## config.mk

```make
export PLATFORM = sky130hd
export DESIGN_NAME = rf_switch_code_transmitter_core
export DESIGN_NICKNAME = d
export VERILOG_FILES = /design/src/hdl/rfsw_pkg.sv /design/src/hdl/rf_switch_code_transmitter_core.sv /design/src/hdl/rfsw_encoder.sv /design/src/hdl/rfsw_out_stage.sv
export SDC_FILE = /design/constraint.sdc
export NUM_CORES = 1
export LEC_CHECK = 0
export BUFFER_PORTS_ARGS = -buffer_cell sky130_fd_sc_hd__buf_4
export CAP_MARGIN = 10
export CORE_MARGIN = 1
export CORE_UTILIZATION = 36
export CTS_CLUSTER_DIAMETER = 100
export DETAILED_ROUTE_END_ITERATION = 16
export GPL_ROUTABILITY_DRIVEN = 0
export PLACE_DENSITY_LB_ADDON = 0.05
export SETUP_SLACK_MARGIN = 0.05
export SYNTH_ARGS = -nofsm -noshare
export SYNTH_HDL_FRONTEND = slang
export SYNTH_SLANG_ARGS = --single-unit
```

## constraint.sdc

```tcl
create_clock -name aclk -period 4.1 [get_ports aclk]
set_input_delay 1.23 -clock aclk [delete_from_list [all_inputs] [get_ports aclk]]
set_output_delay 1.23 -clock aclk [all_outputs]
set_load 0.01 [all_outputs]
```

## src/hdl/rfsw_pkg.sv

```systemverilog
// Shared constants, types and code-word builder for the RF switch code transmitter.
// No dependencies; imported by every module of the block.
package rfsw_pkg;

    // Frame geometry
    localparam int CODE_BITS      = 24;
    localparam int SYNC_LOW_UNITS = 31;
    localparam int CODE_W         = 24;
    localparam int SYNC_UNITS     = 1 + SYNC_LOW_UNITS;
    localparam int DATA_UNITS     = 4;
    localparam int ONE_HIGH_UNITS = 3;
    localparam int SYM_MAX        = (SYNC_UNITS > DATA_UNITS) ? SYNC_UNITS : DATA_UNITS;
    localparam int UC_W           = $clog2(SYM_MAX);
    localparam int BP_W           = $clog2(CODE_BITS + 1);
    localparam int IDX_W          = $clog2(CODE_BITS);

    // Counter and register widths
    localparam int TICK_W = 16;
    localparam int REP_W  = 8;
    localparam int CFG_W  = 16;
    localparam int ADDR_W = 1;

    // Stream payload widths
    localparam int S_TDATA_W = 8;
    localparam int M_TDATA_W = 8;

    // Configuration register indexes and reset values
    localparam logic [ADDR_W-1:0] REG_UNIT_TICKS   = 1'd0;
    localparam logic [ADDR_W-1:0] REG_REPEAT_COUNT = 1'd1;
    localparam logic [TICK_W-1:0] UNIT_TICKS_RST   = 16'd350;
    localparam logic [REP_W-1:0]  REPEAT_COUNT_RST = 8'd10;

    // Item kinds carried on tuser
    localparam logic FUNC_TICK = 1'b0;
    localparam logic FUNC_SEND = 1'b1;

    // Group and socket selector codes
    localparam logic [2:0] GROUP_A  = 3'd0;
    localparam logic [2:0] GROUP_B  = 3'd1;
    localparam logic [2:0] GROUP_C  = 3'd2;
    localparam logic [2:0] GROUP_D  = 3'd3;
    localparam logic [2:0] SOCKET_1 = 3'd1;
    localparam logic [2:0] SOCKET_2 = 3'd2;
    localparam logic [2:0] SOCKET_3 = 3'd3;

    // Code word bytes and masks
    localparam logic [7:0] CODE_BASE = 8'h55;
    localparam logic [7:0] LAST_OFF  = 8'h54;
    localparam logic [7:0] LAST_ON   = 8'h57;
    localparam logic [7:0] MASK_1    = 8'h15;
    localparam logic [7:0] MASK_2    = 8'h45;
    localparam logic [7:0] MASK_3    = 8'h51;
    localparam logic [7:0] MASK_4    = 8'h54;

    typedef struct packed {
        logic       func;
        logic [2:0] group_sel;
        logic [2:0] socket_sel;
        logic       switch_on;
    } rfsw_item_t;

    typedef struct packed {
        logic [TICK_W-1:0] unit_ticks;
        logic [REP_W-1:0]  repeat_count;
    } rfsw_cfg_t;

    typedef struct packed {
        logic line_level;
        logic busy_res;
    } rfsw_result_t;

    // Build the 24-bit code word from group, socket and on/off
    function automatic logic [CODE_W-1:0] build_code(input logic [2:0] grp,
                                                    input logic [2:0] sock,
                                                    input logic       on);
        logic [7:0] top;
        logic [7:0] mid;
        logic [7:0] low;
        top = CODE_BASE;
        mid = CODE_BASE;
        low = on ? LAST_ON : LAST_OFF;
        case (grp)
            GROUP_A: top = top & MASK_1;
            GROUP_B: top = top & MASK_2;
            GROUP_C: top = top & MASK_3;
            GROUP_D: top = top & MASK_4;
            default: top = top;
        endcase
        case (sock)
            SOCKET_1: mid = mid & MASK_1;
            SOCKET_2: mid = mid & MASK_2;
            SOCKET_3: mid = mid & MASK_3;
            default:  mid = mid;
        endcase
        return {top, mid, low};
    endfunction

endpackage

```

## src/hdl/rf_switch_code_transmitter_core.sv

```systemverilog
// Top level of the RF switch code transmitter: configuration registers,
// encoder and result register. Depends on rfsw_pkg, rfsw_encoder, rfsw_out_stage.

// The block takes one transaction per clock cycle and returns exactly one result
// transaction for each, in the cycle after acceptance; s_axis_tready drops only while
// the result register is full and the downstream side stalls. A tick transaction
// (tuser 0) reports the line level for that tick and advances the symbol counters;
// a send transaction (tuser 1) loads a new code when idle and is ignored while busy.
// One command occupies repeat_count * (32 + 4 * 24) * unit_ticks ticks at the
// default geometry, i.e. repeat_count * (1 + SYNC_LOW_UNITS + 4 * CODE_BITS) units.
// Write unit_ticks and repeat_count only while no transmission is in progress;
// zero values act as one.
module rf_switch_code_transmitter_core (
    input  logic                             aclk,
    input  logic                             aresetn,
    // Configuration write port
    input  logic                             cfg_we,
    input  logic [rfsw_pkg::ADDR_W-1:0]      cfg_addr,
    input  logic [rfsw_pkg::CFG_W-1:0]       cfg_wdata,
    // Input stream
    input  logic                             s_axis_tvalid,
    output logic                             s_axis_tready,
    // [2:0] group_sel, [5:3] socket_sel, [6] switch_on, [7] zero
    input  logic [rfsw_pkg::S_TDATA_W-1:0]   s_axis_tdata,
    // [0] func
    input  logic                             s_axis_tuser,
    // Result stream
    output logic                             m_axis_tvalid,
    input  logic                             m_axis_tready,
    // [0] line_level, [1] busy_res, [7:2] zero
    output logic [rfsw_pkg::M_TDATA_W-1:0]   m_axis_tdata
);
    import rfsw_pkg::*;

    logic [TICK_W-1:0] unit_ticks_reg;
    logic [REP_W-1:0]  repeat_count_reg;
    rfsw_cfg_t         cfg;
    rfsw_item_t        item;
    rfsw_result_t      result;
    logic              item_accept;

    // Write configuration registers
    always_ff @(posedge aclk) begin
        if (!aresetn) begin
            unit_ticks_reg   <= UNIT_TICKS_RST;
            repeat_count_reg <= REPEAT_COUNT_RST;
        end else if (cfg_we) begin
            case (cfg_addr)
                REG_UNIT_TICKS:   unit_ticks_reg   <= cfg_wdata[TICK_W-1:0];
                REG_REPEAT_COUNT: repeat_count_reg <= cfg_wdata[REP_W-1:0];
                default:          unit_ticks_reg   <= unit_ticks_reg;
            endcase
        end
    end

    assign cfg.unit_ticks   = unit_ticks_reg;
    assign cfg.repeat_count = repeat_count_reg;

    // Unpack the input transaction
    assign item.func       = s_axis_tuser;
    assign item.group_sel  = s_axis_tdata[2:0];
    assign item.socket_sel = s_axis_tdata[5:3];
    assign item.switch_on  = s_axis_tdata[6];

    assign item_accept = s_axis_tvalid && s_axis_tready;

    rfsw_encoder u_encoder (
        .aclk       (aclk),
        .aresetn    (aresetn),
        .item_valid (item_accept),
        .item       (item),
        .cfg        (cfg),
        .result     (result)
    );

    rfsw_out_stage u_out_stage (
        .aclk          (aclk),
        .aresetn       (aresetn),
        .in_valid      (s_axis_tvalid),
        .in_ready      (s_axis_tready),
        .in_result     (result),
        .m_axis_tvalid (m_axis_tvalid),
        .m_axis_tready (m_axis_tready),
        .m_axis_tdata  (m_axis_tdata)
    );

endmodule

```

## src/hdl/rfsw_encoder.sv

```systemverilog
// Symbol timing counters and code register of the OOK encoder.
// Depends on rfsw_pkg; updates its state once per accepted transaction.
module rfsw_encoder (
    input  logic                  aclk,
    input  logic                  aresetn,
    input  logic                  item_valid,
    input  rfsw_pkg::rfsw_item_t  item,
    input  rfsw_pkg::rfsw_cfg_t   cfg,
    output rfsw_pkg::rfsw_result_t result
);
    import rfsw_pkg::*;

    logic [CODE_BITS-1:0] code_reg,    code_next;
    logic [BP_W-1:0]      bit_pos_reg, bit_pos_next;
    logic [UC_W-1:0]      unit_reg,    unit_next;
    logic [TICK_W-1:0]    tick_reg,    tick_next;
    logic [REP_W-1:0]     rep_reg,     rep_next;
    logic                 active_reg,  active_next;

    logic [31:0]          code_ext;
    logic [TICK_W-1:0]    unit_ticks_eff;
    logic [TICK_W:0]      tick_inc;
    logic [UC_W:0]        unit_inc;
    logic [UC_W:0]        sym_units;
    logic [BP_W:0]        bit_pos_inc;

    // Level of the line for a given state
    function automatic logic level_of(input logic                 act,
                                      input logic [BP_W-1:0]      bp,
                                      input logic [UC_W-1:0]      uc,
                                      input logic [CODE_BITS-1:0] code);
        logic [BP_W-1:0]  idx_full;
        logic [IDX_W-1:0] idx;
        logic             lvl;
        idx_full = BP_W'(CODE_BITS) - bp;
        idx      = idx_full[IDX_W-1:0];
        if (!act) begin
            lvl = 1'b0;
        end else if (bp == '0) begin
            lvl = (uc == '0);
        end else if (code[idx]) begin
            lvl = (uc < UC_W'(ONE_HIGH_UNITS));
        end else begin
            lvl = (uc == '0);
        end
        return lvl;
    endfunction

    // Zero-extend the built word, keep the low CODE_BITS bits
    assign code_ext = 32'(build_code(item.group_sel, item.socket_sel, item.switch_on));

    // Clamp zero unit length to one tick
    assign unit_ticks_eff = (cfg.unit_ticks == '0) ? TICK_W'(1) : cfg.unit_ticks;
    assign tick_inc       = {1'b0, tick_reg} + (TICK_W+1)'(1);
    assign unit_inc       = {1'b0, unit_reg} + (UC_W+1)'(1);
    assign sym_units      = (bit_pos_reg == '0) ? (UC_W+1)'(SYNC_UNITS)
                                                : (UC_W+1)'(DATA_UNITS);
    assign bit_pos_inc    = {1'b0, bit_pos_reg} + (BP_W+1)'(1);

    // Load on a send command, advance counters on a tick
    always_comb begin
        code_next    = code_reg;
        bit_pos_next = bit_pos_reg;
        unit_next    = unit_reg;
        tick_next    = tick_reg;
        rep_next     = rep_reg;
        active_next  = active_reg;
        result.line_level = level_of(active_reg, bit_pos_reg, unit_reg, code_reg);

        if (item_valid) begin
            if (item.func == FUNC_SEND) begin
                if (!active_reg) begin
                    code_next    = code_ext[CODE_BITS-1:0];
                    bit_pos_next = '0;
                    unit_next    = '0;
                    tick_next    = '0;
                    rep_next     = (cfg.repeat_count == '0) ? REP_W'(1) : cfg.repeat_count;
                    active_next  = 1'b1;
                end
                result.line_level = level_of(active_next, bit_pos_next, unit_next, code_next);
            end else if (active_reg) begin
                if (tick_inc < {1'b0, unit_ticks_eff}) begin
                    tick_next = tick_inc[TICK_W-1:0];
                end else begin
                    tick_next = '0;
                    if (unit_inc < sym_units) begin
                        unit_next = unit_inc[UC_W-1:0];
                    end else begin
                        unit_next = '0;
                        if (bit_pos_inc <= (BP_W+1)'(CODE_BITS)) begin
                            bit_pos_next = bit_pos_inc[BP_W-1:0];
                        end else begin
                            bit_pos_next = '0;
                            rep_next     = (rep_reg != '0) ? rep_reg - REP_W'(1) : rep_reg;
                            active_next  = (rep_next != '0);
                        end
                    end
                end
            end
        end
        result.busy_res = active_next;
    end

    // Hold state between transactions
    always_ff @(posedge aclk) begin
        if (!aresetn) begin
            bit_pos_reg <= '0;
            unit_reg    <= '0;
            tick_reg    <= '0;
            rep_reg     <= '0;
            active_reg  <= 1'b0;
        end else begin
            bit_pos_reg <= bit_pos_next;
            unit_reg    <= unit_next;
            tick_reg    <= tick_next;
            rep_reg     <= rep_next;
            active_reg  <= active_next;
        end
    end

    // Code word needs no reset: it is read only while active
    always_ff @(posedge aclk) begin
        code_reg <= code_next;
    end

endmodule

```

## src/hdl/rfsw_out_stage.sv

```systemverilog
// Result register of the OOK encoder with stream handshake on the master side.
// Depends on rfsw_pkg for the result type and payload width.
module rfsw_out_stage (
    input  logic                             aclk,
    input  logic                             aresetn,
    input  logic                             in_valid,
    output logic                             in_ready,
    input  rfsw_pkg::rfsw_result_t           in_result,
    output logic                             m_axis_tvalid,
    input  logic                             m_axis_tready,
    output logic [rfsw_pkg::M_TDATA_W-1:0]   m_axis_tdata
);
    import rfsw_pkg::*;

    logic         valid_reg, valid_next;
    rfsw_result_t data_reg,  data_next;

    // Take a new result when empty or when the held one leaves this cycle
    assign in_ready = !valid_reg || m_axis_tready;

    always_comb begin
        valid_next = valid_reg;
        data_next  = data_reg;
        if (in_valid && in_ready) begin
            valid_next = 1'b1;
            data_next  = in_result;
        end else if (m_axis_tready) begin
            valid_next = 1'b0;
        end
    end

    always_ff @(posedge aclk) begin
        if (!aresetn) begin
            valid_reg <= 1'b0;
        end else begin
            valid_reg <= valid_next;
        end
    end

    always_ff @(posedge aclk) begin
        data_reg <= data_next;
    end

    assign m_axis_tvalid = valid_reg;
    assign m_axis_tdata  = {(M_TDATA_W-2)'(0), data_reg.busy_res, data_reg.line_level};

endmodule

```

==> results.json, run 1 <==
{
  "clockRootBuffer": "clkbuf_16",
  "startpoint_type": "register",
  "met2_usage_pct": 32.2,
  "initial_core_util_pct": 37.1,
  "slew-limit-headroom_pct": 60.3,
  "numCtsBuffers": 9,
  "drtPass1Iterations": 11,
  "fin_tns_setup_ps": 0,
  "stdcell_count": 834,
  "min_period_over_period_pct": 89.4,
  "path_class": "reg2reg",
  "max_freq_mhz": 273,
  "die_h_um": 125,
  "arrival_ps": 3890,
  "hold_buffers": 0,
  "drc": 7,
  "via_per_inst": 5.46,
  "track_usage_pct": 18.3,
  "dp.cells": 818,
  "hold_ws_ps": 471,
  "busiest_layer": "met2",
  "drt_wl_total_um": 13700,
  "endpoint_kind": "register",
  "r2r-start": "u_encoder.tick_reg[0]",
  "fin_crit_ps": 3660,
  "grt_pass1_vias": 4495,
  "fin_worst_skew_ps": 5.83,
  "ys_async_sr_fraction_pct": 0,
  "post-route-cell-area_mm2": 0.00607,
  "syn-mean-instance-area_um2": 8.67,
  "antenna_left": 0,
  "post_cts_buffers": 0,
  "htree_levels": 3,
  "rsz0062_at_grt": "false",
  "cts_max_path_buffers": 2,
  "ios": 41,
  "syn_inst": 627,
  "synthFlopType": "dfxtp_1",
  "numClockSinks": 86,
  "hpwl_um": 10100,
  "syn2layout_area_growth_pct": 11.7,
  "min_from": "unit_ticks_reg[0]",
  "synth-seq-area-share_pct": 36.4,
  "antenna_found_initial": 0,
  "yosysUniqueCellTypes": 70,
  "grtUsageMet1_pct": 22.5,
  "setup_viol_count_final": 0,
  "vias": 4553,
  "ir_drop_mv": 0.171,
  "placed_area_mm2": 0.00581,
  "yosys_warnings": 0,
  "pwr_density_cell_mw_per_mm2": 313,
  "place_ws_ps": 449,
  "dieArea_mm2": 0.0156,
  "finalHoldViolCount": 0,
  "nets": 702,
  "maxSlewViolCount": 0,
  "setup_ws_ps": 436,
  "netlist_area_mm2": 0.00544,
  "num_rows": 44,
  "gr-total-overflow": 0,
  "violations": "DRC",
  "worst_pin_slew_ps": 594,
  "cts_resized": 0,
  "portBuffers": 33,
  "grt.met3_usage_pct": 2.92,
  "grt_first_pass_wirelength_um": 22900,
  "clkTransAtPathRegs_ps": 60,
  "drt-initial-drc-count": 239,
  "power_mw": 1.90,
  "grt_max_degree": 36,
  "hold_class": "reg2reg",
  "largest_reg_flops": 24,
  "layout-drive-gt1-share_pct": 13.4,
  "die_width_um": 125,
  "wl_per_cell_um": 16.4,
  "drv_cap": 0,
  "core_area_mm2": 0.0146,
  "critPathRequiredTime_ps": 4330,
  "insertion_delay_ps": 340,
  "synth_edf_count": 26,
  "synth_seq_cells": 86,
  "num_antenna_cells": 0,
  "leakage_nw": 2.29,
  "status": "finished with violations",
  "startpoint": "u_encoder.tick_reg[0]",
  "cts_tree": "built",
  "final_util_pct": 41.5,
  "critical_path.max_fanout": 12
}
## worst paths after layout
check | to | slack [ps] | depth (start not counted)
worst max-delay path | u_encoder.rep_reg[1] | 440 | 13
worst min-delay path | unit_ticks_reg[0] | 470 | 2
worst max register to register | u_encoder.rep_reg[1] | 440 | 13
worst min register to register | unit_ticks_reg[0] | 470 | 2
## synth_stat cells, drive strengths merged (3+ instances only)
master	count	area share [%]
nand2	90	6.3
dfxtp	60	22
a21oi	51	4.7
inv	43	3.0
nand3	38	3.5
nor2	27	1.9
edfxtp	26	14
ha	26	6.0
clkbuf	23	1.6
buf	19	2.3
and2	17	2.0
mux2i	13	2.4
xnor2	13	2.1
o22ai	12	1.4
nand2b	11	1.3
o21ai	10	0.92
xor2	10	1.6
nor3	9	1.0
or3	9	1.1
mux4	8	3.3
o31ai	8	1.1
a31oi	7	0.81
mux2	7	1.4
nor4	7	1.1
o211ai	7	0.97
a21o	6	0.83
and3	6	0.69
a211oi	5	0.69
nor2b	5	0.58
nand4	4	0.46
o311ai	4	0.78
o32ai	4	0.64
a22o	3	0.48
a2bb2oi	3	0.48
## power by group
| part | switching (mW) | leakage, nW | total, mW | internal, mW |
|---|---|---|---|---|
| sequential | 0.0213 | 0.714 | 0.925 | 0.904 |
| clock | 0.348 | 0.129 | 0.761 | 0.414 |
| combinational | 0.129 | 1.44 | 0.217 | 0.0887 |
## cells by family after synthesis
logic type | count (synthesis) | share of synthesized area (%)
AOI/OAI and AO/OA | 143 | 17.9
adders and majority gates | 27 | 6.17
muxes | 28 | 7.16
DFF | 86 | 36.4
xor gates and xnor gates | 23 | 3.70
buffers and inverters | 85 | 6.86
other | 1 | 0.0690
and+or+nand+nor | 234 | 21.7
## final cells by class
type                            count  area (um^2)
Fill cell                        1509         8570
Sequential cell                    86         1980
Timing Repair Buffer               44          330
Tap cell                          184          230
Inverter                           43          161
Clock buffer                       11          234
Multi-Input combinational cell    461         3100
Clock inverter                      5         35.0
## cells in the final DEF, fill, tap and decap left out, types with 9 or more instances in the layout
cell type  count
xor2_1        10
clkbuf_16      9
dfxtp_1       60
buf_4         44
nor2_1        26
o22ai_1       12
nand3_1       38
and2_1        17
edfxtp_1      26
nand2b_1      11
mux2i_1       13
xnor2_1       13
inv_1         43
nand2_1       89
o21ai_0       10
a21oi_1       51
ha_1          26
## worst max-delay path, stage by stage (launching register included)
cell and delay (ps):
dfxtp_1 430, ha_1 270, nand4_1 230, nor4_4 430
xor2_1 190, ha_1 260, and3_1 200, a221o_1 350
a31oi_1 250, a21oi_1 140, o311ai_2 230, buf_4 250
a21oi_1 70, o221a_2 260
## routing by layer
| metal | vias to the layer above | share of wire (%) |
|---|---|---|
| li1 | 2299 | - |
| met1 | 2161 | 46 |
| met2 | 73 | 49 |
| met3 | 20 | 3.2 |
| met4 | 0 | 1.7 |
| met5 | - | 0 |
No activity file was read; power rests on OpenSTA's default activity.
==> inputs of run 2 (changes only) <==
--- a/config.mk
+++ b/config.mk
@@ -13,6 +13,7 @@
 export DETAILED_ROUTE_END_ITERATION = 16
 export GPL_ROUTABILITY_DRIVEN = 0
 export PLACE_DENSITY_LB_ADDON = 0.05
+export RECOVER_POWER = 100
 export SETUP_SLACK_MARGIN = 0.05
 export SYNTH_ARGS = -nofsm -noshare
 export SYNTH_HDL_FRONTEND = slang
==> run 2 against run 1 <==
- the run ends with DRC, capacitance limit, slew limit left
- critical path depth did not move
- maximum frequency fell by 1.2%
- clock skew fell by 0.54 ps
- die area did not move
- via count rose by 0.33%
- critical path type unchanged
- critical endpoint is now u_encoder.tick_reg[0]
==> results.json, run 2 (synthesized netlist as in run 1, its figures left out) <==
{
  "ios": 41,
  "insertion_delay_ps": 340,
  "place_ws_ps": 449,
  "drtPass1Iterations": 10,
  "cts_tree": "built",
  "layout_common_cells": "nand2_1 (89), dfxtp_1 (60), a21oi_1 (51)",
  "clkTransAtPathRegs_ps": 60,
  "worst_pin_slew_ps": 1630,
  "cts_resized": 0,
  "min_period_over_period_pct": 90.4,
  "grt_max_degree": 36,
  "critical_path.max_fanout": 15,
  "critPathRequiredTime_ps": 4350,
  "syn2layout_area_growth_pct": 10.8,
  "pwr_density_cell_mw_per_mm2": 316,
  "slew-limit-headroom_pct": -8.88,
  "drt-initial-drc-count": 245,
  "grt_pass1_vias": 4495,
  "vias": 4568,
  "numCtsBuffers": 9,
  "fin_tns_setup_ps": 0,
  "rsz0062_at_grt": "false",
  "drt_wl_total_um": 13700,
  "grt_first_pass_wirelength_um": 22900,
  "antenna_found_initial": 0,
  "die_width_um": 125,
  "wl_per_cell_um": 16.4,
  "num_antenna_cells": 0,
  "hold_ws_ps": 471,
  "worstRegToRegCells": 13,
  "status": "finished with violations",
  "via_per_inst": 5.48,
  "largest_reg_flops": 24,
  "hold_buffers": 0,
  "layout-drive-gt1-share_pct": 11.4,
  "ir_drop_mv": 0.171,
  "fin_worst_skew_ps": 5.30,
  "stdcell_count": 834,
  "track_usage_pct": 18.3,
  "finalHoldViolCount": 0,
  "drc": 7,
  "post_cts_buffers": 0,
  "endpoint_kind": "register",
  "hold_class": "reg2reg",
  "violations": "DRC, capacitance limit, slew limit",
  "arrival_ps": 3960,
  "initial_core_util_pct": 37.1,
  "final_common_cell": "nand2_1",
  "reg2reg_slack_ps": 390,
  "num_rows": 44,
  "core_area_mm2": 0.0146,
  "clockRootBuffer": "clkbuf_16",
  "fin_crit_ps": 3710,
  "hpwl_um": 10100,
  "path_class": "reg2reg",
  "startpoint_type": "register",
  "antenna_left": 0,
  "setup_ws_ps": 392,
  "leakage_nw": 2.26,
  "dp.cells": 818,
  "dieArea_mm2": 0.0156,
  "setup_viol_count_final": 0,
  "htree_levels": 3,
  "maxSlewViolCount": 27,
  "n_fill_cell": 1517,
  "max_freq_mhz": 270,
  "die_h_um": 125,
  "worstHoldPathCells": 2,
  "drv_cap": 1,
  "portBuffers": 33,
  "final_util_pct": 41.1,
  "numClockSinks": 86,
  "nets": 702,
  "gr-total-overflow": 0,
  "cts_max_path_buffers": 2
}
-- run 2: changes by cell type in the layout (fill, tap and decap cells not counted), sizes merged --
cell,before,now
buf,44,32
clkbuf,11,23
-- run 2: stage by stage --
stage               instance area, um^2  total power, mW
global placement                   5810             1.16
finish                             6020             1.90
floorplan                          5460             1.09
CTS                                6070             1.94
global route                       6020             1.99
detailed placement                 5810             1.17
-- run 2: cell type report --
class / instances / area [um^2] / share of cell area [%]
multi-input combinational: 461 / 3090 / 51.3
sequential: 86 / 1980 / 32.9
timing repair buffer: 44 / 290 / 4.82
clock buffer: 11 / 234 / 3.88
tap: 184 / 230 / 3.82
inverter: 43 / 161 / 2.68
clock inverter: 5 / 35.0 / 0.582
-- run 2: where the power goes --
part	internal, mW	leakage, nW	switching [mW]
Clock	0.414	0.129	0.350
Combinational	0.0829	1.41	0.129
Sequential	0.905	0.714	0.0213
Total	1.40	2.26	0.500
-- run 2: per-layer routing --
metal  routed length, um  vias up  part of all wire [%]  track usage, %
met3                 403       20                   2.9            2.92
met1                6360     2183                    46            22.5
li1                    -     2296                     -               -
met4                 236        0                   1.7            6.67
met2                6700       69                    49            32.2
met5                   0        -                     0               0
-- run 2: worst max-delay path: stages (launching register included) --
cell and delay, ps:
dfxtp_1 440, ha_1 270, nand4_1 230, nor4_4 420, xor2_1 190, ha_1 260, and3_1 190, a221o_1 340
a31oi_1 240, nand2_1 150, nor3_1 240, buf_4 270, nand2_2 160, o31ai_1 200
-- run 2: path summary, 6_finish.rpt --
check / to / start
worst max-delay path: u_encoder.tick_reg[0] / u_encoder.tick_reg[0]
worst max register to register: u_encoder.tick_reg[0] / u_encoder.tick_reg[0]
worst min-delay path: unit_ticks_reg[0] / unit_ticks_reg[0]
worst min register to register: unit_ticks_reg[0] / unit_ticks_reg[0]
